<file path="src/dwr_pkg.sv">
// ----------------------------------------------------------------------------
// dwr_pkg: shared widths, register indexes and reset values
// Common definitions for the draw-without-replacement block and its checker.
// ----------------------------------------------------------------------------
`timescale 1ns / 1ps

package dwr_pkg;

    // Default pool size
    localparam int POOL_DEPTH_DEF = 64;

    // Field widths
    localparam int LOW_W      = 16;
    localparam int COUNT_W    = 7;
    localparam int WORD_W     = 31;
    localparam int VALUE_W    = 17;

    // Configuration port
    localparam int CFG_IDX_W  = 2;
    localparam int CFG_DATA_W = 16;

    localparam logic [CFG_IDX_W-1:0] REG_RANGE_LOW   = 2'd0;
    localparam logic [CFG_IDX_W-1:0] REG_RANGE_COUNT = 2'd1;

    // Register reset values
    localparam logic [LOW_W-1:0]   RANGE_LOW_RST   = 16'sd0;
    localparam logic [COUNT_W-1:0] RANGE_COUNT_RST = 7'd6;

endpackage

</file>
<file path="src/dwr_mod.sv">
// ----------------------------------------------------------------------------
// dwr_mod: iterative modulo unit
// Restoring division, one quotient bit per cycle; returns the remainder only.
// ----------------------------------------------------------------------------
`timescale 1ns / 1ps

module dwr_mod
#(
    parameter int REM_W = 7
)
(
    input  logic                        clk,
    input  logic                        rst_n,
    input  logic                        start,
    input  logic [dwr_pkg::WORD_W-1:0]  dividend,
    input  logic [REM_W-1:0]            divisor,
    output logic                        done,
    output logic [REM_W-1:0]            remainder
);
    import dwr_pkg::*;

    localparam int STEP_W = $clog2(WORD_W);

    logic                busy_reg,    busy_next;
    logic                done_reg,    done_next;
    logic [STEP_W-1:0]   step_reg,    step_next;
    logic [WORD_W-1:0]   shift_reg,   shift_next;
    logic [REM_W-1:0]    rem_reg,     rem_next;
    logic [REM_W-1:0]    divisor_reg, divisor_next;
    logic [REM_W:0]      partial;

    assign partial = {rem_reg, shift_reg[WORD_W-1]};

    always_comb
    begin
        busy_next    = busy_reg;
        done_next    = 1'b0;
        step_next    = step_reg;
        shift_next   = shift_reg;
        rem_next     = rem_reg;
        divisor_next = divisor_reg;
        if (start)
        begin
            busy_next    = 1'b1;
            step_next    = '0;
            shift_next   = dividend;
            rem_next     = '0;
            divisor_next = divisor;
        end
        else if (busy_reg)
        begin
            // partial stays below twice the divisor, so one subtract restores it
            if (partial >= {1'b0, divisor_reg})
            begin
                rem_next = REM_W'(partial - {1'b0, divisor_reg});
            end
            else
            begin
                rem_next = partial[REM_W-1:0];
            end
            shift_next = {shift_reg[WORD_W-2:0], 1'b0};
            step_next  = step_reg + 1'b1;
            if (step_reg == STEP_W'(WORD_W - 1))
            begin
                busy_next = 1'b0;
                done_next = 1'b1;
            end
        end
    end

    always_ff @(posedge clk or negedge rst_n)
    begin
        if (!rst_n)
        begin
            busy_reg <= 1'b0;
            done_reg <= 1'b0;
            step_reg <= '0;
        end
        else
        begin
            busy_reg <= busy_next;
            done_reg <= done_next;
            step_reg <= step_next;
        end
    end

    always_ff @(posedge clk)
    begin
        shift_reg   <= shift_next;
        rem_reg     <= rem_next;
        divisor_reg <= divisor_next;
    end

    assign done      = done_reg;
    assign remainder = rem_reg;

endmodule

</file>
<file path="src/dwr_pool.sv">
// ----------------------------------------------------------------------------
// dwr_pool: offset pool memory
// One write port and two registered read ports over the live offsets.
// ----------------------------------------------------------------------------
`timescale 1ns / 1ps

module dwr_pool
#(
    parameter int DEPTH = 64
)
(
    input  logic                       clk,
    input  logic                       wr_en,
    input  logic [$clog2(DEPTH)-1:0]   wr_addr,
    input  logic [$clog2(DEPTH)-1:0]   wr_data,
    input  logic                       rd_en,
    input  logic [$clog2(DEPTH)-1:0]   rd_addr_a,
    input  logic [$clog2(DEPTH)-1:0]   rd_addr_b,
    output logic [$clog2(DEPTH)-1:0]   rd_data_a,
    output logic [$clog2(DEPTH)-1:0]   rd_data_b
);
    import dwr_pkg::*;

    localparam int OW = $clog2(DEPTH);

    logic [OW-1:0] pool_mem [DEPTH];
    logic [OW-1:0] rd_data_a_reg;
    logic [OW-1:0] rd_data_b_reg;

    always_ff @(posedge clk)
    begin
        if (wr_en)
        begin
            pool_mem[wr_addr] <= wr_data;
        end
        if (rd_en)
        begin
            rd_data_a_reg <= pool_mem[rd_addr_a];
            rd_data_b_reg <= pool_mem[rd_addr_b];
        end
    end

    assign rd_data_a = rd_data_a_reg;
    assign rd_data_b = rd_data_b_reg;

endmodule

</file>
<file path="src/draw_without_replacement.sv">
// ----------------------------------------------------------------------------
// draw_without_replacement: shuffled draws of range_low .. range_low+count-1, count capped at the pool size
// Sequence: an accepted request passes through CHECK, the 31-step modulo unit
// (MOD), one pool read (READ) and one write-back (WRITE) to the done strobe; an
// empty pool answers straight from CHECK. The first draw after reset also
// fills the pool first (FILL).
// Requests: a new request is taken only once the block is idle again; no result stall.
// Reset: asynchronous; the pool is refilled on the first draw after reset.
// ----------------------------------------------------------------------------
`timescale 1ns / 1ps

module draw_without_replacement
#(
    parameter int POOL_DEPTH = dwr_pkg::POOL_DEPTH_DEF
)
(
    input  logic                                clk,
    input  logic                                rst_n,
    input  logic                                start,
    output logic                                busy,
    input  logic [dwr_pkg::WORD_W-1:0]          random_word,
    output logic                                done,
    output logic signed [dwr_pkg::VALUE_W-1:0]  drawn_value,
    output logic                                exhausted,
    input  logic                                cfg_valid,
    output logic                                cfg_ready,
    input  logic [dwr_pkg::CFG_IDX_W-1:0]       cfg_index,
    input  logic [dwr_pkg::CFG_DATA_W-1:0]      cfg_data
);
    import dwr_pkg::*;

    localparam int RW = $clog2(POOL_DEPTH + 1);
    localparam int OW = $clog2(POOL_DEPTH);

    localparam logic [2:0] ST_IDLE  = 3'd0;
    localparam logic [2:0] ST_FILL  = 3'd1;
    localparam logic [2:0] ST_CHECK = 3'd2;
    localparam logic [2:0] ST_MOD   = 3'd3;
    localparam logic [2:0] ST_READ  = 3'd4;
    localparam logic [2:0] ST_WRITE = 3'd5;

    logic [2:0]          state_reg,       state_next;
    logic                filled_reg,      filled_next;
    logic [RW-1:0]       remaining_reg,   remaining_next;
    logic [RW-1:0]       fill_idx_reg,    fill_idx_next;
    logic [WORD_W-1:0]   word_reg,        word_next;
    logic [OW-1:0]       pick_reg,        pick_next;
    logic [LOW_W-1:0]    range_low_reg;
    logic [COUNT_W-1:0]  range_count_reg;
    logic                done_reg,        done_next;
    logic [VALUE_W-1:0]  drawn_value_reg, drawn_value_next;
    logic                exhausted_reg,   exhausted_next;

    logic [RW-1:0]       fill_count;
    logic                mod_start;
    logic                mod_done;
    logic [RW-1:0]       mod_rem;
    logic                wr_en;
    logic [OW-1:0]       wr_addr;
    logic [OW-1:0]       wr_data;
    logic                rd_en;
    logic [OW-1:0]       rd_addr_a;
    logic [OW-1:0]       rd_addr_b;
    logic [OW-1:0]       rd_data_a;
    logic [OW-1:0]       rd_data_b;

    dwr_mod #(
        .REM_W (RW)
    ) u_mod (
        .clk       (clk),
        .rst_n     (rst_n),
        .start     (mod_start),
        .dividend  (word_reg),
        .divisor   (remaining_reg),
        .done      (mod_done),
        .remainder (mod_rem)
    );

    dwr_pool #(
        .DEPTH (POOL_DEPTH)
    ) u_pool (
        .clk       (clk),
        .wr_en     (wr_en),
        .wr_addr   (wr_addr),
        .wr_data   (wr_data),
        .rd_en     (rd_en),
        .rd_addr_a (rd_addr_a),
        .rd_addr_b (rd_addr_b),
        .rd_data_a (rd_data_a),
        .rd_data_b (rd_data_b)
    );

    // saturate the configured count to the pool size
    always_comb
    begin
        if (32'(range_count_reg) > 32'(POOL_DEPTH))
        begin
            fill_count = RW'(POOL_DEPTH);
        end
        else
        begin
            fill_count = RW'(range_count_reg);
        end
    end

    always_comb
    begin
        state_next       = state_reg;
        filled_next      = filled_reg;
        remaining_next   = remaining_reg;
        fill_idx_next    = fill_idx_reg;
        word_next        = word_reg;
        pick_next        = pick_reg;
        done_next        = 1'b0;
        drawn_value_next = drawn_value_reg;
        exhausted_next   = exhausted_reg;
        mod_start        = 1'b0;
        wr_en            = 1'b0;
        wr_addr          = OW'(fill_idx_reg);
        wr_data          = OW'(fill_idx_reg);
        rd_en            = 1'b0;
        rd_addr_a        = pick_reg;
        rd_addr_b        = OW'(remaining_reg - 1'b1);

        unique case (state_reg)
            ST_IDLE:
            begin
                if (start)
                begin
                    word_next = random_word;
                    if (!filled_reg)
                    begin
                        remaining_next = fill_count;
                        fill_idx_next  = '0;
                        state_next     = ST_FILL;
                    end
                    else
                    begin
                        state_next = ST_CHECK;
                    end
                end
            end
            ST_FILL:
            begin
                if (fill_idx_reg == remaining_reg)
                begin
                    filled_next = 1'b1;
                    state_next  = ST_CHECK;
                end
                else
                begin
                    wr_en         = 1'b1;
                    fill_idx_next = fill_idx_reg + 1'b1;
                end
            end
            ST_CHECK:
            begin
                if (remaining_reg == '0)
                begin
                    done_next        = 1'b1;
                    drawn_value_next = '0;
                    exhausted_next   = 1'b1;
                    state_next       = ST_IDLE;
                end
                else
                begin
                    mod_start  = 1'b1;
                    state_next = ST_MOD;
                end
            end
            ST_MOD:
            begin
                if (mod_done)
                begin
                    pick_next  = OW'(mod_rem);
                    state_next = ST_READ;
                end
            end
            ST_READ:
            begin
                // fetch the picked entry and the last live entry together
                rd_en      = 1'b1;
                state_next = ST_WRITE;
            end
            ST_WRITE:
            begin
                // move the last live entry into the picked slot
                wr_en            = 1'b1;
                wr_addr          = pick_reg;
                wr_data          = rd_data_b;
                drawn_value_next = {range_low_reg[LOW_W-1], range_low_reg}
                                   + VALUE_W'(rd_data_a);
                exhausted_next   = 1'b0;
                done_next        = 1'b1;
                remaining_next   = remaining_reg - 1'b1;
                state_next       = ST_IDLE;
            end
            default:
            begin
                state_next = ST_IDLE;
            end
        endcase
    end

    always_ff @(posedge clk or negedge rst_n)
    begin
        if (!rst_n)
        begin
            state_reg       <= ST_IDLE;
            filled_reg      <= 1'b0;
            remaining_reg   <= '0;
            fill_idx_reg    <= '0;
            done_reg        <= 1'b0;
            drawn_value_reg <= '0;
            exhausted_reg   <= 1'b0;
            range_low_reg   <= RANGE_LOW_RST;
            range_count_reg <= RANGE_COUNT_RST;
        end
        else
        begin
            state_reg       <= state_next;
            filled_reg      <= filled_next;
            remaining_reg   <= remaining_next;
            fill_idx_reg    <= fill_idx_next;
            done_reg        <= done_next;
            drawn_value_reg <= drawn_value_next;
            exhausted_reg   <= exhausted_next;
            if (cfg_valid && cfg_ready)
            begin
                // drop writes to unknown indexes
                unique case (cfg_index)
                    REG_RANGE_LOW:   range_low_reg   <= cfg_data[LOW_W-1:0];
                    REG_RANGE_COUNT: range_count_reg <= cfg_data[COUNT_W-1:0];
                    default:         ;
                endcase
            end
        end
    end

    always_ff @(posedge clk)
    begin
        word_reg <= word_next;
        pick_reg <= pick_next;
    end

    assign busy        = (state_reg != ST_IDLE);
    assign cfg_ready   = 1'b1;
    assign done        = done_reg;
    assign drawn_value = drawn_value_reg;
    assign exhausted   = exhausted_reg;

endmodule

</file>
<file path="config.mk">
export PLATFORM = sky130hd
export DESIGN_NAME = draw_without_replacement
export DESIGN_NICKNAME = d
export VERILOG_FILES = /design/src/dwr_pkg.sv /design/src/dwr_mod.sv /design/src/dwr_pool.sv /design/src/draw_without_replacement.sv
export SDC_FILE = /design/constraint.sdc
export NUM_CORES = 1
export LEC_CHECK = 0
export BUFFER_PORTS_ARGS = -buffer_cell sky130_fd_sc_hd__buf_2
export CAP_MARGIN = 20
export CELL_PAD_IN_SITES_DETAIL_PLACEMENT = 1
export CELL_PAD_IN_SITES_GLOBAL_PLACEMENT = 1
export CORE_MARGIN = 2
export CORE_UTILIZATION = 25
export DETAILED_ROUTE_END_ITERATION = 16
export HOLD_SLACK_MARGIN = 0.02
export PLACE_DENSITY = 0.46
export SKIP_CTS_REPAIR_TIMING = 1
export SLEW_MARGIN = 25
export SYNTH_ARGS = -nofsm -noshare
export SYNTH_HDL_FRONTEND = slang
export SYNTH_HIERARCHICAL = 1
export SYNTH_SLANG_ARGS = --single-unit
</file>
<file path="constraint.sdc">
create_clock -name clk -period 9.3 [get_ports clk]
set_input_delay 1.395 -clock clk [delete_from_list [all_inputs] [get_ports clk]]
set_output_delay 1.395 -clock clk [all_outputs]
set_load 0.01 [all_outputs]
</file>
Word level (Yosys, flattened, before mapping) --
Memories as Yosys holds them, arrays and structs flattened. A register that Yosys moved wholly into a read port is not among the register bits. Cells that the tools add are included.
Storage, ports and cells: register bits 149, bits in writable memories 384, input bits 53, logic and storage cells 96, memories 1
Memory list:
- u_pool.pool_mem | words 64, width 6, read ports 2, clocked after memory_dff 2, write ports 1, line dwr_pool.sv:26 | logic [OW-1:0] pool_mem [DEPTH];
Operators by class: $add $sub $neg 5, order comparisons 2, eq/ne operators 14, mux-type cells 40, reductions and logical operators 17
Operators with widths (count):
- 31-bit two-way mux | 2
- 7-bit two-way mux | 7
- 17-bit case mux with 2 select lines | 1
- 7-bit case mux with 2 select lines | 2
- 16-bit by 7-bit adder with 17-bit output | 1
- 17-bit two-way mux | 1
- 3-bit case mux with 5 select lines | 1
- 1-bit two-way mux | 14
- 6-bit two-way mux | 2
- 2-bit AND reduction | 6
- 5-bit two-way mux | 2
- 2-bit inequality test, second input constant | 5
- 3-bit two-way mux | 3
- 8-bit by 7-bit >= comparator with 1-bit output | 1
- 2-bit nonzero test | 4
- 7-bit by 1-bit adder with 7-bit output, second input constant | 1
- 7-bit equality test | 1
- 7-bit greater-than comparator, second input constant | 1
- 7-bit logical NOT | 1
- 7-bit by 1-bit subtractor with 7-bit output, second input constant | 1
- 7-bit subtractor | 1
- 3-bit by 2-bit equality test with 1-bit output, second input constant | 2
- 3-bit equality test, second input constant | 2
- 1-bit case mux with 2 select lines | 3
- 11 further kinds | 13

Depth between registers and ports, before layout --
word-level depth 5, depth in mapped cells 12, depth with buffers taken out 9

Modules after synthesis --
The synthesis kept the hierarchy.
Modules (own cells, without submodules):
- dwr_pool | instances 1, cells each 968, area each 18510.3 um^2, seq. area each 11891.4 um^2
- draw_without_replacement | instances 1, cells each 378, area each 4393.0 um^2, seq. area each 2615.0 um^2
- dwr_mod | instances 1, cells each 195, area each 2572.5 um^2, seq. area each 1456.4 um^2

Worst setup path before layout --
No wires, ideal clock.
path kind reg2reg, from reg remaining_reg[0], to reg u_mod.shift_reg[0], enable pin, arrival 2.627 ns, data required time 8.829 ns, setup slack 6.202 ns, cell stages (with the launch flop) 10, buffers on the path 2, clock period less this slack 3.098 ns, cells stage by stage dfrtp_1 inv_1 ha_1 or3b_2 buf_2 nor4_4 nor2_1 inv_2 clkbuf_1 nand2_1
Between the ends: cells in the longest elaborated chain, start to end 4
Ends and longest elaborated chain:
- from (decl) | line draw_without_replacement.sv:44 | logic [RW-1:0] remaining_reg, remaining_next;
- from (signal assigned) | line draw_without_replacement.sv:223 | remaining_reg <= remaining_next;
- 7-bit logical NOT | line draw_without_replacement.sv:158 | if (remaining_reg == '0)
- 1-bit two-way mux | line draw_without_replacement.sv:158
- 1-bit two-way mux | line draw_without_replacement.sv:125 | unique case (state_reg)
- net mod_start | line draw_without_replacement.sv:55 | logic mod_start;
- 2-bit nonzero test (no line)
- to (signal assigned) | line dwr_mod.sv:89 | shift_reg <= shift_next;
- to (decl) | line dwr_mod.sv:27 | logic [WORD_W-1:0] shift_reg, shift_next;
The timed path passes the listed nets, and every way through them passes these cells. A chain may end at the register's enable or synchronous reset.

Worst setup path after layout --
from reg remaining_reg[0], to reg u_pool.rd_data_b_reg[2] (netlist: u_pool/rd_data_b[2]), read port of u_pool.pool_mem (data pin)
Between the ends: cells in the longest elaborated chain, start to end 1
Ends and longest elaborated chain:
- 7-bit by 1-bit subtractor with 7-bit output
- net rd_addr_b[0] | line draw_without_replacement.sv:63 | logic [OW-1:0] rd_addr_b;
- to (decl) | line dwr_pool.sv:28 | logic [OW-1:0] rd_data_b_reg;
The timed path passes the listed nets, and every way through them passes these cells.

==> results.txt <==
- The flow ran to the end, and the final reports show no timing, DRC or antenna violations.
- Synth Flop Type: sky130_fd_sc_hd__edfxtp_1
- The tool flagged a number of max-cap violations equal to 0.
* Reg-to-Reg End: u_pool/rd_data_b[2]
- Yosys mapped the design onto 86 distinct sky130hd cell types.
* CTS tree: yes
- WS Path Type: flop to flop
* DP HPWL: 50380 um
- The floorplan step defined a die boundary enclosing 104500 um2.
- Worst reg2reg path depth: 9
- Post-Syn Nets: 1613
- The largest total area in the synthesized netlist belongs to sky130_fd_sc_hd__edfxtp_1.
- STA classifies the critical path endpoint as a flop.
- Combined area of all synthesized cells: 25480 um2
* Number of clock sinks: 545
- In this run, CTS created clock tree buffers numbering 67.
* Core region area: 101400 um2
- Data required time of the critical path: 9670 ps
- The number of global-route vias before repair was 15.85k.
* Setup violation total in the final timing report: 0
- In this run the core area contains 117 standard-cell rows.
- Clock slew seen by the registers of the worst setup and hold paths: 60 ps
- Port Buf Inserts: 72
- GR Overflow Total: 0
- Ports placed on the boundary: 74
- DRC violation total after the first TritonRoute iteration: 1124
* Clock root cell: sky130_fd_sc_hd__clkbuf_16
- FMAX: 221.1 MHz
* Remaining antenna violation count after routing: 0
* Initial Util: 0.2511
- Launching element type of the critical path: flop
* X dimension of the die: 323.2 um
- Worst hold slack across all endpoints: 480.0 ps
* Most repeated cell in the gate-level netlist after synthesis: sky130_fd_sc_hd__edfxtp_1
* Antenna violations before repair: 2
- Final hold violation count: 0
* Layout cells sized above 1: 0.2675
- Critical path origin: remaining_reg[0]
- The number of antenna diodes in the final layout is 0.
- Leading cell types by count after synthesis: sky130_fd_sc_hd__edfxtp_1, sky130_fd_sc_hd__mux4_2, sky130_fd_sc_hd__nor2_1
* Number of max-slew violations in the final report: 0
* Mean cell area of the mapped netlist: 16.53 um2
- Critical path peak fanout: 54
- The register with the most flip-flops in the layout has 384 of them.
* Leakage power total: 0.01031 uW
- Routability-driven placement congestion ratio: 0.7806
* End point of the critical path: u_pool/rd_data_b[2]
- In the synthesized netlist the async set-or-reset flop fraction comes to 0.1229.
- RSZ-0062 raised after global routing: no
- At the later pin of the worst-skew pair, clock insertion delay measures 620 ps.
- At the pin with the least slew margin, the transition time is 970.8 ps.
* Number of buffers on the longest clock path: 3
* Reg-to-reg slack, setup: 4780 ps
* Final Skew: 26.29 ps
* Post-detailed-route DRC marker count: 0
- The floorplan step set the die height to 323.2 um.
- In the finished design, the share of the clock period the worst path needs comes to 0.4864.
- The synthesized design contains 471 enable-type register cells.
- GRT Util Overall: 0.1510
- Final min period: 4524 ps
- Post-DR vias/cell: 4.919
- The first global-routing pass estimated 114900 um of wire.
- The clock tree synthesis step divided the H-tree into 3 levels.
- Detailed-route via count: 14.88k
* Setup_tns: 0 ps
- R2R Path Start: remaining_reg[0]
* Part of the Yosys area used for sequential elements: 0.6266
- PD cells: 178.2 nW/um2
- After synthesis the netlist holds a flip-flop and latch count of 545.
- Synthesis-to-finish area growth: 14.99%
* Type of the worst min-delay path: flop to flop
- Wire per inst: 25.79 um
* IR Drop Worst-Case VDD: 109.8 uV
- Hold_sp: drawn_value[11]
- Number of synthesis warnings: 6
- Relative max-transition margin: 0.3509
- Of the post-synthesis cell area, the dominant cell type holds 0.5552.
* Cells after synthesis: 1541
- Count of nets after finishing: 1678
* Data arrival time at the worst-slack endpoint: 4890 ps
* Number of optimization iterations in the first detailed-route pass: 5
- For this block, the routed nets add up to 77980 um of wire.
- Cell types with the largest area share after synthesis: sky130_fd_sc_hd__edfxtp_1, sky130_fd_sc_hd__mux4_2, sky130_fd_sc_hd__dfrtp_1, sky130_fd_sc_hd__mux2_2, sky130_fd_sc_hd__nor2_1
- Entering global routing, the biggest net connects 98 pins.
## worst max-delay path: stages (launching register included)
cell and delay (ps):
sky130_fd_sc_hd__dfrtp_1 480, sky130_fd_sc_hd__inv_6 620, sky130_fd_sc_hd__ha_1 400, sky130_fd_sc_hd__inv_4 510, sky130_fd_sc_hd__buf_4 840, sky130_fd_sc_hd__mux4_2 440
sky130_fd_sc_hd__mux2_2 280, sky130_fd_sc_hd__o22ai_1 160, sky130_fd_sc_hd__a2111oi_0 140, sky130_fd_sc_hd__a311o_1 290
## kinds of logic (layout without fill, tap and decap cells)
logic type	Yosys count	in the layout	synth area share
and+or+nand+nor	336	336	0.06454
buffers and inverters	126	241	0.02608
muxes	270	270	0.2030
adders and majority gates	19	19	0.009921
DFF	545	545	0.6266
other	1	1	0.0001472
AOI/OAI and AO/OA	216	216	0.06012
xor gates and xnor gates	28	28	0.009626
## through the flow
| stage | setup WS, ps | instance area, um2 | util | instances | total power [uW] |
|---|---|---|---|---|---|
| final | 4776 | 29300 | 0.2888 | 3024 | 5220 |
| after global routing | 4521 | 29300 | 0.2888 | 3024 | 5410 |
| after CTS | 4739 | 29290 | 0.2887 | 3024 | 5313 |
| after detailed placement | 4726 | 27250 | 0.2686 | 2905 | 2779 |
| after global placement | 4735 | 27220 | 0.2684 | 2905 | 2777 |
| after floorplan | 6202 | 25480 | - | 1541 | 2744 |
## per-layer routing
| layer | track usage | vias to the layer above | part of all wire |
|---|---|---|---|
| li1 | - | 6401 | - |
| met1 | 0.2068 | 8041 | 0.45 |
| met2 | 0.2438 | 338 | 0.48 |
| met3 | 0.02730 | 94 | 0.045 |
| met4 | 0.04434 | 2 | 0.024 |
| met5 | 0 | - | 0.00017 |
## final cells by class
cell class	count	area, um2
Fill cell	10551	72150
Sequential cell	545	15960
Multi-Input combinational cell	870	8925
Clock buffer	82	1754
Tap cell	1368	1712
Timing Repair Buffer	94	544.3
Clock inverter	37	285.3
Inverter	28	112.6
## worst min-delay path by stage
stage,depth (start not counted),slack [ps],endpoint
floorplan,0,420,u_mod/divisor_reg[4]
global placement,2,470,drawn_value[16]
detailed placement,2,480,drawn_value[10]
CTS,2,490,drawn_value[10]
global route,2,500,drawn_value[11]
finish,2,480,drawn_value[11]
## power by group
| part | total [uW] | switching (uW) | internal, uW | leakage (uW) |
|---|---|---|---|---|
| Clock | 2490 | 1060 | 1430 | 0.00100 |
| Sequential | 2660 | 16.5 | 2640 | 0.00613 |
| Combinational | 67.3 | 32.7 | 34.6 | 0.00318 |
| Total | 5220 | 1110 | 4110 | 0.0103 |
## cell usage in the layout (no fill, tap or decap), types with 17 or more instances in the layout
master,instances
sky130_fd_sc_hd__ha_1,17
sky130_fd_sc_hd__a21oi_1,20
sky130_fd_sc_hd__a22oi_1,18
sky130_fd_sc_hd__mux2_2,49
sky130_fd_sc_hd__mux4_2,176
sky130_fd_sc_hd__dfrtp_1,65
sky130_fd_sc_hd__buf_4,21
sky130_fd_sc_hd__nand3_1,22
sky130_fd_sc_hd__xor2_1,19
sky130_fd_sc_hd__inv_1,24
sky130_fd_sc_hd__o22ai_1,35
sky130_fd_sc_hd__o21ai_0,29
sky130_fd_sc_hd__edfxtp_1,471
sky130_fd_sc_hd__clkbuf_16,68
sky130_fd_sc_hd__buf_2,71
sky130_fd_sc_hd__mux2_1,22
sky130_fd_sc_hd__nor2_1,99
sky130_fd_sc_hd__nand2_1,93
No activity file was read; power rests on OpenSTA's default activity.
